$ cat src/rtl/mars_pkg.sv
// Package for the machine auxiliary relay sequencer: event codes, letters, register indexes.
package mars_pkg;

  // Event codes carried in cmd
  typedef enum logic [2:0] {
    CMD_TICK   = 3'd0,
    CMD_STATUS = 3'd1,
    CMD_MCODE  = 3'd2,
    CMD_TOGGLE = 3'd3,
    CMD_LINK   = 3'd4
  } cmd_t;

  // Configuration register indexes
  typedef enum logic [2:0] {
    REG_FLASH_ON_ALARM   = 3'd0,
    REG_LIGHTS_FOLLOW    = 3'd1,
    REG_VACUUM_FOLLOW    = 3'd2,
    REG_SIMULATION_MODE  = 3'd3,
    REG_ALARM_ON_TIME    = 3'd4,
    REG_ALARM_OFF_TIME   = 3'd5,
    REG_COOLER_DELAY     = 3'd6
  } reg_index_t;

  localparam int CmdWidth    = 3;
  localparam int ArgWidth    = 7;
  localparam int TimeWidth   = 32;
  localparam int DelayWidth  = 16;

  // Controller status letters (ASCII)
  localparam logic [ArgWidth-1:0] ST_ALARM = 7'h41;
  localparam logic [ArgWidth-1:0] ST_IDLE  = 7'h49;
  localparam logic [ArgWidth-1:0] ST_RUN   = 7'h52;
  localparam logic [ArgWidth-1:0] ST_JOG   = 7'h4A;
  localparam logic [ArgWidth-1:0] ST_SLEEP = 7'h53;

  // Spindle M-codes
  localparam logic [ArgWidth-1:0] MC_PAUSE     = 7'd0;
  localparam logic [ArgWidth-1:0] MC_START_CW  = 7'd3;
  localparam logic [ArgWidth-1:0] MC_START_CCW = 7'd4;
  localparam logic [ArgWidth-1:0] MC_STOP      = 7'd5;
  localparam logic [ArgWidth-1:0] MC_TOOL      = 7'd6;

  // Manual toggle targets
  localparam logic [ArgWidth-1:0] TGT_LIGHTS = 7'd0;
  localparam logic [ArgWidth-1:0] TGT_COOLER = 7'd1;
  localparam logic [ArgWidth-1:0] TGT_VACUUM = 7'd2;

  // Register reset values
  localparam logic [DelayWidth-1:0] ALARM_ON_TIME_RST  = 16'd5000;
  localparam logic [DelayWidth-1:0] ALARM_OFF_TIME_RST = 16'd1000;
  localparam logic [DelayWidth-1:0] COOLER_DELAY_RST   = 16'd1000;

endpackage

$ cat src/rtl/machine_auxiliary_relay_sequencer.sv
// Top level of the machine auxiliary relay sequencer: event register, relay update, result register.
//
// Usage:
//   Events enter on in_valid/in_ready with cmd and argument (tick, status letter,
//   spindle M-code, manual toggle, link change). Every event gives exactly one
//   result beat on out_valid/out_ready: the three relay states after the event
//   and drop_spindle_word, set for a spindle start while simulation mode is on.
//   Registers are written on cfg_valid/cfg_ready with cfg_index and cfg_data;
//   cfg_ready is always high and writes to index 7 are ignored.
// Timing:
//   An accepted event is held in the event register, then its update of time,
//   deadlines, status and relays is done combinationally and lands in the
//   result register, which raises out_valid. One event per cycle is sustained
//   while the receiver does not stall; the rate is set by the single relay
//   update step, which reads the state that the previous event just wrote.
// Reset and stall:
//   rst (synchronous) clears time, deadlines and relays, sets status to idle
//   and loads the register defaults. If the receiver stalls, the result is held
//   and one more event is still taken into the event register; in_ready then
//   drops until the result beat moves.
module machine_auxiliary_relay_sequencer (
  input  logic                          clk,
  input  logic                          rst,
  input  logic                          in_valid,
  output logic                          in_ready,
  input  logic [mars_pkg::CmdWidth-1:0] cmd,
  input  logic [mars_pkg::ArgWidth-1:0] argument,
  output logic                          out_valid,
  input  logic                          out_ready,
  output logic                          lights_on,
  output logic                          vacuum_on,
  output logic                          cooler_on,
  output logic                          drop_spindle_word,
  input  logic                          cfg_valid,
  output logic                          cfg_ready,
  input  logic [2:0]                    cfg_index,
  input  logic [mars_pkg::DelayWidth-1:0] cfg_data
);

  // Configuration registers
  logic                            flash_on_alarm;
  logic                            lights_follow_spindle;
  logic                            vacuum_follow_spindle;
  logic                            simulation_mode;
  logic [mars_pkg::DelayWidth-1:0] alarm_on_time;
  logic [mars_pkg::DelayWidth-1:0] alarm_off_time;
  logic [mars_pkg::DelayWidth-1:0] cooler_delay;

  // Block state
  logic [mars_pkg::TimeWidth-1:0] time_now, time_now_next;
  logic [mars_pkg::TimeWidth-1:0] flash_deadline, flash_deadline_next;
  logic [mars_pkg::TimeWidth-1:0] cooler_deadline, cooler_deadline_next;
  logic [mars_pkg::ArgWidth-1:0]  machine_status, machine_status_next;
  logic                           lights_relay, lights_relay_next;
  logic                           vacuum_relay, vacuum_relay_next;
  logic                           cooler_relay, cooler_relay_next;
  logic                           drop_next;

  // Event register
  logic                          hold_valid;
  logic [mars_pkg::CmdWidth-1:0] hold_cmd;
  logic [mars_pkg::ArgWidth-1:0] hold_arg;

  logic advance;
  logic cooler_set;
  logic [mars_pkg::TimeWidth-1:0] cooler_cand;

  assign cfg_ready = 1'b1;
  assign advance   = hold_valid && (!out_valid || out_ready);
  assign in_ready  = !hold_valid || advance;

  // Register writes
  always_ff @(posedge clk) begin
    if (rst) begin
      flash_on_alarm        <= 1'b1;
      lights_follow_spindle <= 1'b0;
      vacuum_follow_spindle <= 1'b0;
      simulation_mode       <= 1'b0;
      alarm_on_time         <= mars_pkg::ALARM_ON_TIME_RST;
      alarm_off_time        <= mars_pkg::ALARM_OFF_TIME_RST;
      cooler_delay          <= mars_pkg::COOLER_DELAY_RST;
    end else if (cfg_valid) begin
      case (cfg_index)
        mars_pkg::REG_FLASH_ON_ALARM:  flash_on_alarm        <= cfg_data[0];
        mars_pkg::REG_LIGHTS_FOLLOW:   lights_follow_spindle <= cfg_data[0];
        mars_pkg::REG_VACUUM_FOLLOW:   vacuum_follow_spindle <= cfg_data[0];
        mars_pkg::REG_SIMULATION_MODE: simulation_mode       <= cfg_data[0];
        mars_pkg::REG_ALARM_ON_TIME:   alarm_on_time         <= cfg_data;
        mars_pkg::REG_ALARM_OFF_TIME:  alarm_off_time        <= cfg_data;
        mars_pkg::REG_COOLER_DELAY:    cooler_delay          <= cfg_data;
        default: ;
      endcase
    end
  end

  // Event register
  always_ff @(posedge clk) begin
    if (rst) begin
      hold_valid <= 1'b0;
    end else if (in_ready) begin
      hold_valid <= in_valid;
    end
    if (in_valid && in_ready) begin
      hold_cmd <= cmd;
      hold_arg <= argument;
    end
  end

  // Event action, then status rules
  always_comb begin
    time_now_next        = time_now;
    flash_deadline_next  = flash_deadline;
    machine_status_next  = machine_status;
    lights_relay_next    = lights_relay;
    vacuum_relay_next    = vacuum_relay;
    cooler_relay_next    = cooler_relay;
    drop_next            = 1'b0;
    cooler_set           = 1'b0;

    case (hold_cmd)
      mars_pkg::CMD_TICK: begin
        time_now_next = time_now + 32'd1;
      end
      mars_pkg::CMD_STATUS: begin
        machine_status_next = hold_arg;
      end
      mars_pkg::CMD_MCODE: begin
        if (hold_arg == mars_pkg::MC_START_CW || hold_arg == mars_pkg::MC_START_CCW) begin
          if (vacuum_follow_spindle && !simulation_mode) vacuum_relay_next = 1'b1;
          if (lights_follow_spindle) lights_relay_next = 1'b1;
          drop_next = simulation_mode;
        end else if (hold_arg == mars_pkg::MC_STOP) begin
          if (vacuum_follow_spindle) vacuum_relay_next = 1'b0;
          if (lights_follow_spindle) lights_relay_next = 1'b0;
        end else if (hold_arg == mars_pkg::MC_PAUSE || hold_arg == mars_pkg::MC_TOOL) begin
          if (vacuum_follow_spindle) vacuum_relay_next = 1'b0;
        end
      end
      mars_pkg::CMD_TOGGLE: begin
        if (hold_arg == mars_pkg::TGT_LIGHTS) begin
          lights_relay_next = !lights_relay;
        end else if (hold_arg == mars_pkg::TGT_COOLER) begin
          cooler_relay_next = !cooler_relay;
          cooler_set        = 1'b1;
        end else if (hold_arg == mars_pkg::TGT_VACUUM) begin
          // in alarm the toggle can only switch the vacuum off
          vacuum_relay_next = (machine_status == mars_pkg::ST_ALARM) ? 1'b0 : !vacuum_relay;
        end
      end
      mars_pkg::CMD_LINK: begin
        vacuum_relay_next = 1'b0;
      end
      default: ;
    endcase

    // both the cooler toggle and run/jog load the same deadline
    cooler_cand = time_now_next + {{(mars_pkg::TimeWidth-mars_pkg::DelayWidth){1'b0}},
                                   cooler_delay};

    if (machine_status_next == mars_pkg::ST_SLEEP) begin
      lights_relay_next = 1'b0;
      vacuum_relay_next = 1'b0;
    end else if (machine_status_next == mars_pkg::ST_ALARM) begin
      if (flash_on_alarm && (flash_deadline < time_now_next)) begin
        flash_deadline_next = time_now_next + {{(mars_pkg::TimeWidth-mars_pkg::DelayWidth){1'b0}},
          (lights_relay_next ? alarm_off_time : alarm_on_time)};
        lights_relay_next = !lights_relay_next;
      end
      vacuum_relay_next = 1'b0;
    end else if (machine_status_next == mars_pkg::ST_RUN ||
                 machine_status_next == mars_pkg::ST_JOG) begin
      cooler_relay_next = 1'b1;
      cooler_set        = 1'b1;
    end

    cooler_deadline_next = cooler_set ? cooler_cand : cooler_deadline;

    // cooler off-delay expiry
    if (cooler_relay_next && (cooler_deadline_next < time_now_next)) begin
      cooler_relay_next = 1'b0;
    end
  end

  // State update
  always_ff @(posedge clk) begin
    if (rst) begin
      time_now        <= '0;
      flash_deadline  <= '0;
      cooler_deadline <= '0;
      machine_status  <= mars_pkg::ST_IDLE;
      lights_relay    <= 1'b0;
      vacuum_relay    <= 1'b0;
      cooler_relay    <= 1'b0;
    end else if (advance) begin
      time_now        <= time_now_next;
      flash_deadline  <= flash_deadline_next;
      cooler_deadline <= cooler_deadline_next;
      machine_status  <= machine_status_next;
      lights_relay    <= lights_relay_next;
      vacuum_relay    <= vacuum_relay_next;
      cooler_relay    <= cooler_relay_next;
    end
  end

  // Result register
  always_ff @(posedge clk) begin
    if (rst) begin
      out_valid <= 1'b0;
    end else if (advance) begin
      out_valid <= 1'b1;
    end else if (out_ready) begin
      out_valid <= 1'b0;
    end
    if (advance) begin
      lights_on         <= lights_relay_next;
      vacuum_on         <= vacuum_relay_next;
      cooler_on         <= cooler_relay_next;
      drop_spindle_word <= drop_next;
    end
  end

  // Checks
  a_ready_only_on_stall: assert property (@(posedge clk) disable iff (rst)
    !in_ready |-> (hold_valid && out_valid && !out_ready))
    else $error("in_ready low without a stalled result");

  a_tick_counts: assert property (@(posedge clk) disable iff (rst)
    (advance && hold_cmd == mars_pkg::CMD_TICK) |=> (time_now == $past(time_now) + 32'd1))
    else $error("tick did not advance time");

  a_sleep_relays_off: assert property (@(posedge clk) disable iff (rst)
    (out_valid && machine_status == mars_pkg::ST_SLEEP) |-> (!lights_on && !vacuum_on))
    else $error("lights or vacuum on during sleep");

  a_alarm_vacuum_off: assert property (@(posedge clk) disable iff (rst)
    (out_valid && machine_status == mars_pkg::ST_ALARM) |-> !vacuum_on)
    else $error("vacuum on during alarm");

endmodule

$ cat config.mk
export PLATFORM = sky130hd
export DESIGN_NAME = machine_auxiliary_relay_sequencer
export DESIGN_NICKNAME = d
export VERILOG_FILES = /design/src/rtl/mars_pkg.sv /design/src/rtl/machine_auxiliary_relay_sequencer.sv
export SDC_FILE = /design/constraint.sdc
export NUM_CORES = 1
export LEC_CHECK = 0
export BUFFER_PORTS_ARGS = -buffer_cell sky130_fd_sc_hd__buf_2
export CAP_MARGIN = 20
export CORE_MARGIN = 2
export CORE_UTILIZATION = 65
export DETAILED_ROUTE_END_ITERATION = 10
export PLACE_DENSITY_LB_ADDON = 0.15
export SYNTH_ARGS = -nofsm -noshare
export SYNTH_HDL_FRONTEND = slang
export SYNTH_SLANG_ARGS = --single-unit
export TNS_END_PERCENT = 100
$ cat constraint.sdc
create_clock -name clk -period 8.8 [get_ports clk]
set_input_delay 0.88 -clock clk [delete_from_list [all_inputs] [get_ports clk]]
set_output_delay 0.88 -clock clk [all_outputs]
set_load 0.01 [all_outputs]
==> metrics.yaml, run 1 <==
detailed_routing:
  routedWlPerCell_um: 17.7
  vias: 10800
  met2_length_mm: 13.9
  dr_wl_met3_mm: 2.28
  wl_mm: 30.4
  drt-met1-wl_mm: 13.6
  firstDrtPassIters: 6
  drtAntennaViolNets: 0
  top_layer: "met4"
  detail_route.iter0.violations: 987
  via_per_inst: 6.29
  post-route-drc-count: 0
sta:
  final.setup_skew_ns: 0.0120
  whs_ns: 0.454
  period_needed_ns: 6.81
  worst_slew_pin_slew_ns: 1.08
  setup_ws_ns: 1.99
  fmax_mhz: 147
  grt_setup_unrepaired: "false"
  maxSlewViolCount: 0
  post-route-period-util: 0.774
  final_hold_viol_count: 0
  setup_viol: 0
  timing.slew.headroom: 0.277
  tns_ns: 0
setup_path:
  crit_path_top_delay_cell: "o21ai_1"
  worstSetupStartpointType: "flop"
  crit_top_cell: "a21o_1"
  worstSetupEndpointType: "flop"
  crit_family: "compound AO/OA/AOI/OAI gates"
  path_buf_inv: 1
  critical-path-max-stage-delay_ns: 0.64
  arrival_ns: 7.09
  path_class: "flop to flop"
  cp.required_ns: 9.07
  crit_fanout: 12
grt:
  grt_max_degree: 99
  grt_pass1_wl_mm: 48.9
  grt_util_all_layers: 0.329
  grt_pass1_vias: 9864
  antenna_found_initial: 0
  grt.overflow.total: 0
clock_network:
  cts.sinks: 174
  post_cts_buffers: 0
  cts.repair.resized: 0
  insertion_delay_ns: 0.44
  cts_inserted_buffers: 17
  cts_hold_buffers: 0
  clockBufferDepth: 2
  cts-root-buf: "clkbuf_16"
  cts_tree: "built"
  clk_pin_slew_ns: 0.07
  htree_levels: 4
place:
  port_buffers: 39
  placed_area_um2: 11900
  dpl.hpwl_mm: 22.2
  dp_cells: 1681
  pre_cts_slack_ns: 1.96
  place_congestion: 0.925
synthesis:
  synth_seq_cells: 174
  synthArstFlopShare: 0
  ys_warn_count: 0
  ys_types: 77
  synth_enable_flop_cells: 14
  synth_area_um2: 11600
  synthFlopType: "dfxtp_1"
  ys_seq_area_frac: 0.313
  synth_cells: 1478
  syn_nets: 1610
  synth.avg_cell_area_um2: 7.83
cells_and_area:
  final_util: 0.718
  fin_cells: 1716
  multi_input_area_um2: 7510
  n_fill_cell: 1400
  layout-drive-gt1-share: 0.0812
  nets: 1610
  mostFrequentLayoutCells: "266 x nand2_1, 160 x dfxtp_1, 114 x a21oi_1"
  design_area_um2: 12500
  final_common_cell: "nand2_1"
  regArea_um2: 3620
  syn_to_final_growth_pct: 7.66
  insertedDiodeCount: 0
power_and_ir_drop:
  power.total_mw: 1.69
  leakage_nw: 4.97
  power.density_nw_per_um2: 136
  ir_drop_uv: 132
floorplan:
  core-area_um2: 17400
  die_x_um: 137
  dieHeight_um: 137
  rows: 48
  ios: 41
  dieArea_um2: 18900
  initial_core_util: 0.667
hold_path:
  min_path_type: "flop to flop"
run_status:
  status: "completed"
flow_run:
  max_cap_violations: 0
synthesized netlist by cell type (13+ instances only):
master | n | area, µm²
nor2_1 | 111 | 417
nor4_1 | 17 | 106
dfxtp_1 | 160 | 3200
o22ai_1 | 13 | 81.3
or3_1 | 17 | 106
a21oi_1 | 114 | 571
ha_1 | 96 | 1200
inv_1 | 42 | 158
a211oi_1 | 14 | 105
nand3b_1 | 15 | 113
clkbuf_1 | 59 | 221
nor3_1 | 25 | 125
xnor2_1 | 55 | 482
nand4_1 | 35 | 219
nand3_1 | 69 | 345
nand2b_1 | 19 | 119
mux2_2 | 16 | 180
a21o_1 | 30 | 225
edfxtp_1 | 14 | 420
nand2_1 | 266 | 998
o21ai_0 | 53 | 265
nor2b_1 | 13 | 81.3
xor2_1 | 41 | 359
sequential cells by signal, summed over array words and instances, names as in the netlist, 3 cells and up:
register / flops
machine_status: 7
cooler_deadline: 32
alarm_on_time: 16
time_now: 32
alarm_off_time: 16
hold_arg: 7
hold_cmd: 3
flash_deadline: 32
cooler_delay: 16
cell type report:
class,instances,share of cell area
tap,225,0.0226
clock buffer,18,0.0344
clock inverter,14,0.0113
multi-input combinational,1188,0.603
timing repair buffer,54,0.0253
sequential,174,0.291
inverter,43,0.0130
cells by family (layout without fill, tap and decap cells):
logic type / after synthesis / after routing / share of synthesized area
AO/OA/AOI/OAI: 314 / 314 / 0.172
XOR/XNOR: 96 / 96 / 0.0726
adder cells (fa/ha/maj): 98 / 98 / 0.107
buffers and inverters: 116 / 129 / 0.0393
flip-flops: 174 / 174 / 0.313
multiplexers: 28 / 28 / 0.0259
other: 1 / 1 / 0.000324
AND/OR/NAND/NOR: 651 / 651 / 0.269
worst register-to-register path: stages, from the launching register on:
cell and delay [ns]:
edfxtp_1 0.55, or3_1 0.57, or2_1 0.41, or3_1 0.42, nor2_1 0.36, nand2_1 0.13
xor2_1 0.34, inv_1 0.15, ha_1 0.27, a21o_1 0.17, a21o_1 0.16, a21o_1 0.18
a21o_1 0.20, o21ai_1 0.64, nor4_1 0.18, xnor2_1 0.17, o21ai_1 0.16, ha_1 0.26
a21o_1 0.16, a21o_1 0.17, a221oi_1 0.34, o211ai_1 0.14, a211oi_1 0.20, a221oi_1 0.14
nand2_1 0.11, a21oi_1 0.06
per-layer routing:
metal  vias to the layer above  track usage
met2                       379        0.525
li1                       5271            -
met4                         0       0.0956
met3                        57       0.0636
met1                      5085        0.451
met5                         -            0
power breakdown:
group	switching, mW	internal [mW]	total [mW]
Combinational	0.0774	0.0441	0.121
Clock	0.366	0.379	0.745
Sequential	0.0115	0.811	0.822
final timing paths:
| path | start | to | slack, ns | depth (start not counted) |
|---|---|---|---|---|
| max | hold_cmd[0]$_DFFE_PP_ | cooler_relay$_SDFFE_PP0P_ | 1.99 | 25 |
| min | alarm_on_time[0]$_SDFFE_PP0P_ | alarm_on_time[0]$_SDFFE_PP0P_ | 0.45 | 2 |
| max reg2reg | hold_cmd[0]$_DFFE_PP_ | cooler_relay$_SDFFE_PP0P_ | 1.99 | 25 |
| min reg2reg | alarm_on_time[0]$_SDFFE_PP0P_ | alarm_on_time[0]$_SDFFE_PP0P_ | 0.45 | 2 |
Note: power is estimated with default switching activity, not from simulation.
==> inputs of run 2 (changes only) <==
--- a/config.mk
+++ b/config.mk
@@ -5,10 +5,11 @@
 export SDC_FILE = /design/constraint.sdc
 export NUM_CORES = 1
 export LEC_CHECK = 0
+export ABC_AREA = 1
 export BUFFER_PORTS_ARGS = -buffer_cell sky130_fd_sc_hd__buf_2
 export CAP_MARGIN = 20
 export CORE_MARGIN = 2
-export CORE_UTILIZATION = 65
+export CORE_UTILIZATION = 63
 export DETAILED_ROUTE_END_ITERATION = 10
 export PLACE_DENSITY_LB_ADDON = 0.15
 export SYNTH_ARGS = -nofsm -noshare
==> constraint.sdc (replaced) <==
create_clock -name clk -period 6.4 [get_ports clk]
set_input_delay 0.64 -clock clk [delete_from_list [all_inputs] [get_ports clk]]
set_output_delay 0.64 -clock clk [all_outputs]
set_load 0.01 [all_outputs]
==> metrics.yaml, run 2 <==
setup_path:
  rrSetupSlack_ns: 0.80  # -1.18 ns
  cp.required_ns: 6.60  # -2.47 ns
  crit_fanout: 11  # -1
  path_class: "flop to flop"
  crit_start: "hold_cmd[0]$_DFFE_PP_"
  critPathCapture: "cooler_on$_DFFE_PP_"
  critical-path-max-stage-delay_ns: 0.55  # -0.09 ns
  rr_worst_depth: 29  # +16%
  worstSetupStartpointType: "flop"
  r2r_end: "cooler_on$_DFFE_PP_"
  crit_path_top_delay_cell: "edfxtp_1"
  r2r_start: "hold_cmd[0]$_DFFE_PP_"
  worstSetupEndpointType: "flop"
  crit_top_cell: "nand2_1"
  arrival_ns: 5.80  # -1.29 ns
sta:
  period_needed_ns: 5.60  # -1.22 ns
  whs_ns: 0.368  # -0.0861 ns
  worst_slew_pin_slew_ns: 1.03  # -0.0443 ns
  tns_ns: 0  # unchanged
  maxSlewViolCount: 0  # unchanged
  final.setup_skew_ns: 0.0117  # -0.000359 ns
  setup_viol: 0  # unchanged
  fmax_mhz: 179  # +22%
  post-route-period-util: 0.874  # +0.100
  grt_setup_unrepaired: "false"
  final_hold_viol_count: 0  # unchanged
  timing.slew.headroom: 0.311  # +0.0340
synthesis:
  synth.avg_cell_area_um2: 7.07  # -9.7%
  ys_types: 51  # -34%
  synth_cells: 1614  # +9.2%
  synth_seq_cells: 174  # unchanged
  synth_top_area_share: 0.281  # +0.00388
  synthTopCellsByCount: "330 x nand2_1, 173 x inv_1, 163 x o21ai_0"
  synth_area_um2: 11400  # -1.4%
  ys_warn_count: 0  # unchanged
  synthMostInstantiatedCell: "nand2_1"
  synthFlopType: "dfxtp_1"
  ys_seq_area_frac: 0.317  # +0.00439
  synthArstFlopShare: 0  # unchanged
  synth_enable_flop_cells: 14  # unchanged
  synthTopCellsByArea: "dfxtp_1 28%, nand2_1 11%, ha_1 11%, o21ai_0 7.1%, a21oi_1 6.8%"
  syn_nets: 1746  # +8.4%
  post-synth-top-area-cell: "dfxtp_1"
clock_network:
  post_cts_buffers: 0  # unchanged
  clockBufferDepth: 2  # unchanged
  cts-root-buf: "clkbuf_16"
  htree_levels: 4  # unchanged
  insertion_delay_ns: 0.44  # about the same
  clk_pin_slew_ns: 0.07  # about the same
  cts_tree: "built"
  cts_inserted_buffers: 17  # unchanged
  cts.sinks: 174  # unchanged
  cts.repair.resized: 0  # unchanged
  cts_hold_buffers: 0  # unchanged
detailed_routing:
  drtAntennaViolNets: 0  # unchanged
  dr_wl_met3_mm: 1.97  # -14%
  met2_length_mm: 13.1  # -5.3%
  via_per_inst: 5.66  # -10%
  routedWlPerCell_um: 15.8  # -11%
  firstDrtPassIters: 6  # unchanged
  detail_route.iter0.violations: 740  # -25%
  vias: 10600  # -1.8%
  top_layer: "met4"
  wl_mm: 29.5  # -3.1%
  drt-met1-wl_mm: 13.8  # +1.7%
  post-route-drc-count: 0  # unchanged
power_and_ir_drop:
  ir_drop_uv: 234  # +77%
  leakage_nw: 5.76  # +16%
  power.density_nw_per_um2: 222  # +64%
  power_frac_seq: 0.435  # -0.052
  power.switching_uw: 891  # +96%
  p_clk_frac: 0.378  # -0.063
  p_comb_frac: 0.187  # +0.115
  p_int_mw: 1.85  # +50%
  sw_frac_of_total: 0.325  # +0.0553
grt:
  grt_pass1_vias: 9802  # -0.63%
  grt.overflow.total: 0  # unchanged
  antenna_found_initial: 0  # unchanged
  grt_pass1_wl_mm: 48.3  # -1.2%
  grt_max_degree: 106  # +7.1%
  grt_util_all_layers: 0.308  # -0.0204
cells_and_area:
  final_util: 0.692  # -0.0265
  nets: 1762  # +9.4%
  mostFrequentLayoutCells: "330 x nand2_1, 172 x inv_1, 163 x o21ai_0"
  fin_cells: 1872  # +9.1%
  design_area_um2: 12300  # -1.0%
  insertedDiodeCount: 0  # unchanged
  n_fill_cell: 1528  # +9.1%
  final_common_cell: "nand2_1"
  layout-drive-gt1-share: 0.108  # +0.0266
  top_regs: "cooler_deadline (32), flash_deadline (32), time_now (32)"
  multi_input_area_um2: 6830  # -9.1%
  regArea_um2: 3620  # unchanged
  syn_to_final_growth_pct: 8.08
floorplan:
  core-area_um2: 17800  # +2.8%
  die_x_um: 139  # +0.84%
  rows: 49  # +2.1%
  initial_core_util: 0.640  # -0.0271
  dieArea_um2: 19200  # +1.7%
  ios: 41  # unchanged
  dieHeight_um: 139  # +0.84%
place:
  port_buffers: 39  # unchanged
  place_congestion: 0.938  # +1.3%
  dp_cells: 1840  # +9.5%
  placed_area_um2: 11800  # -0.85%
  dpl.hpwl_mm: 21.1  # -4.8%
hold_path:
  min_path_type: "input pin to flop"
  hold_depth: 1  # -1
run_status:
  status: "completed"
flow_run:
  max_cap_violations: 0  # unchanged
-- run 2: cell types whose count changed in the layout (fill, tap and decap cells not counted), sizes merged, moves of 16 or more --
| cell | before | now |
|---|---|---|
| inv | 51 | 194 |
| o21ai | 56 | 181 |
| nand2 | 266 | 341 |
| nor2 | 111 | 166 |
| a21oi | 114 | 160 |
| xnor2 | 55 | 17 |
| a21o | 30 | 2 |
| nand3 | 69 | 90 |
| nand2b | 19 | 0 |
| or3 | 17 | 0 |
| mux2 | 16 | 0 |
-- run 2: power by group through the flow --
stage	Combinational [mW]	Clock, mW	Sequential [mW]
floorplan	0.378	0	1.20
global placement	0.490	0	1.21
detailed placement	0.503	0	1.21
CTS	0.506	1.04	1.19
global route	0.580	1.08	1.20
finish	0.514	1.04	1.19
-- run 2: area by class of cell --
| type | instances | share of cell area |
|---|---|---|
| inverter | 194 | 0.0592 |
| tap | 229 | 0.0232 |
| sequential | 174 | 0.294 |
| clock inverter | 14 | 0.0118 |
| timing repair buffer | 52 | 0.0237 |
| multi-input combinational | 1191 | 0.554 |
| clock buffer | 18 | 0.0348 |
-- run 2: how the worst min path moves through the flow --
stage / startpoint / to / slack (ns)
4_1_cts: cmd[1] / hold_cmd[1]$_DFFE_PP_ / 0.36
2_1_floorplan: alarm_on_time[1]$_SDFFE_PP0P_ / alarm_on_time[1]$_SDFFE_PP0P_ / 0.42
5_1_grt: argument[5] / hold_arg[5]$_DFFE_PP_ / 0.36
3_5_place_dp: alarm_off_time[5]$_SDFFE_PP1P_ / alarm_off_time[5]$_SDFFE_PP1P_ / 0.44
6_report: cmd[1] / hold_cmd[1]$_DFFE_PP_ / 0.37
3_3_place_gp: alarm_on_time[1]$_SDFFE_PP0P_ / alarm_on_time[1]$_SDFFE_PP0P_ / 0.44
-- run 2: per-stage QoR --
step | worst slack (ns) | total power, mW
2_1_floorplan | 1.84 | 1.58
3_3_place_gp | 1.10 | 1.70
3_5_place_dp | 0.970 | 1.72
4_1_cts | 0.925 | 2.74
5_1_grt | 0.277 | 2.86
6_report | 0.804 | 2.74
-- run 2: metal layers --
layer / vias to the layer above / track usage
li1: 5370 / -
met1: 4830 / 0.424
met2: 353 / 0.503
met3: 44 / 0.0559
met4: 0 / 0.0845
met5: - / 0
-- run 2: logic make-up (layout without fill, tap and decap cells) --
kind of cell,count (synthesis),in the layout,synth area share
xor gates and xnor gates,68,68,0.0571
DFF,174,174,0.317
AOI/OAI and AO/OA,369,369,0.172
other,1,1,0.000328
buffers and inverters,249,278,0.0847
adders and majority gates,98,98,0.109
and+or+nand+nor,655,655,0.260
-- run 2: critical path, delay by kind of cell (launching register included) --
| kind | cells | cell delay, ns |
|---|---|---|
| flip-flops | 1 | 0.55 |
| XOR/XNOR | 1 | 0.18 |
| AO/OA/AOI/OAI | 7 | 1.66 |
| buffers and inverters | 5 | 0.43 |
| AND/OR/NAND/NOR | 14 | 1.77 |
| adder cells (fa/ha/maj) | 2 | 0.75 |
==> inputs of run 3 (changes only) <==
--- a/config.mk
+++ b/config.mk
@@ -5,9 +5,8 @@
 export SDC_FILE = /design/constraint.sdc
 export NUM_CORES = 1
 export LEC_CHECK = 0
-export ABC_AREA = 1
+export ABC_AREA = 0
 export BUFFER_PORTS_ARGS = -buffer_cell sky130_fd_sc_hd__buf_2
-export CAP_MARGIN = 20
 export CORE_MARGIN = 2
 export CORE_UTILIZATION = 63
 export DETAILED_ROUTE_END_ITERATION = 10
==> metrics.yaml, run 3 (same netlist as run 1, synthesis figures left out) <==
place:
  place_congestion: 0.967  # +3.1%
  dpl.hpwl_mm: 22.7  # +7.1%
  port_buffers: 39  # unchanged
  placed_area_um2: 12000  # +1.6%
setup_path:
  crit_path_top_delay_cell: "edfxtp_1"
  worstSetupEndpointType: "flop"
  path_class: "flop to flop"
  crit_fanout: 7  # -4
  crit_start: "hold_cmd[1]$_DFFE_PP_"
  rr_worst_depth: 25  # -14%
  crit_top_cell: "nand2_1"
  critical-path-max-stage-delay_ns: 0.47  # -0.08 ns
  worstSetupStartpointType: "flop"
  r2r_start: "hold_cmd[1]$_DFFE_PP_"
  cp.required_ns: 6.70  # +0.10 ns
  arrival_ns: 6.21  # +0.41 ns
grt:
  antenna_found_initial: 0  # unchanged
  grt.overflow.total: 0  # unchanged
  grt_pass1_vias: 9908  # +1.1%
  grt_pass1_wl_mm: 50.8  # +5.1%
  grt_util_all_layers: 0.320  # +0.0116
  grt_max_degree: 78  # -26%
detailed_routing:
  post-route-drc-count: 0  # unchanged
  drtAntennaViolNets: 0  # unchanged
  via_per_inst: 6.17  # +9.0%
  firstDrtPassIters: 6  # unchanged
  wl_mm: 31.1  # +5.4%
  vias: 10700  # +0.63%
  routedWlPerCell_um: 18.0  # +14%
  detail_route.iter0.violations: 967  # +31%
sta:
  tns_ns: 0  # unchanged
  final.setup_skew_ns: 0.0169  # +0.00523 ns
  maxSlewViolCount: 0  # unchanged
  whs_ns: 0.362  # -0.00621 ns
  fmax_mhz: 169  # -5.3%
  period_needed_ns: 5.91  # +0.312 ns
  timing.slew.headroom: 0.226  # -0.0851
  setup_viol: 0  # unchanged
  final_hold_viol_count: 0  # unchanged
  post-route-period-util: 0.923  # +0.0488
  worst_slew_pin_slew_ns: 1.16  # +0.123 ns
  grt_setup_unrepaired: "false"
clock_network:
  clk_pin_slew_ns: 0.08  # about the same
  insertion_delay_ns: 0.45  # about the same
  cts_inserted_buffers: 17  # unchanged
  cts_tree: "built"
  post_cts_buffers: 0  # unchanged
  cts.sinks: 174  # unchanged
  htree_levels: 4  # unchanged
  clockBufferDepth: 2  # unchanged
  cts_hold_buffers: 0  # unchanged
  cts-root-buf: "clkbuf_16"
  cts.repair.resized: 0  # unchanged
cells_and_area:
  design_area_um2: 12600  # +2.1%
  regArea_um2: 3620  # unchanged
  syn_to_final_growth_pct: 8.83
  n_fill_cell: 1527  # -0.065%
  final_util: 0.699  # +0.00738
  final_common_cell: "nand2_1"
  nets: 1618  # -8.2%
  multi_input_area_um2: 7550  # +11%
  layout-drive-gt1-share: 0.0901  # -0.0177
  mostFrequentLayoutCells: "266 x nand2_1, 160 x dfxtp_1, 113 x a21oi_1"
  insertedDiodeCount: 0  # unchanged
  top_regs: "cooler_deadline (32), flash_deadline (32), time_now (32)"
power_and_ir_drop:
  power.density_nw_per_um2: 187  # -16%
  ir_drop_uv: 194  # -17%
  leakage_nw: 5.06  # -12%
floorplan:
  core-area_um2: 18000  # +1.0%
  die_x_um: 140  # +0.68%
  initial_core_util: 0.642  # +0.00236
  dieHeight_um: 140  # +0.68%
  rows: 49  # unchanged
  ios: 41  # unchanged
  dieArea_um2: 19500  # +1.4%
flow_run:
  max_cap_violations: 0  # unchanged
hold_path:
  hold_depth: 1  # unchanged
  min_path_type: "input pin to flop"
  hold_path_startpoint: "argument[3]"
run_status:
  status: "completed"
run 3: metrics by stage:
step | setup WS [ns] | total power, mW | instances
after global routing | 0.0341 | 2.43 | 1728
after global placement | 0.657 | 1.32 | 1696
after floorplan | 0.767 | 1.26 | 1478
after detailed placement | 0.429 | 1.32 | 1696
final | 0.491 | 2.36 | 1728
after CTS | 0.395 | 2.36 | 1728
run 3: report_power, final:
group          internal (mW)  switching [mW]
Clock                  0.530           0.528
Combinational         0.0623           0.108
Sequential              1.11          0.0156
run 3: cell type report:
type / instances / share of cell area
multi-input cells: 1188 / 0.600
well taps: 229 / 0.0227
clock buffers: 18 / 0.0341
inverters: 43 / 0.0128
flip-flops and latches: 174 / 0.288
clock inverters: 14 / 0.0137
repair buffers: 62 / 0.0294
run 3: worst max-delay path: cells and delay by family, from the launching register on:
kind                       cells  cell delay [ns]
buffers and inverters          2             0.31
adders and majority gates      2             0.68
xor gates and xnor gates       1             0.30
DFF                            1             0.47
AOI/OAI and AO/OA              8             1.57
and+or+nand+nor               12             2.42
run 3: routing by layer:
layer  global-route usage  up-vias  wire [µm]
met5                    0        -          0
met4               0.0800        0        434
met3               0.0712       45       2830
met2                0.510      411      13900
met1                0.443     4922      13900
li1                     -     5286          -
run 3: path summary, 6_finish.rpt:
| path | slack (ns) | to |
|---|---|---|
| max | 0.49 | cooler_relay$_SDFFE_PP0P_ |
| min | 0.36 | hold_arg[3]$_DFFE_PP_ |
| max reg2reg | 0.49 | cooler_relay$_SDFFE_PP0P_ |
| min reg2reg | 0.46 | alarm_on_time[13]$_SDFFE_PP0P_ |
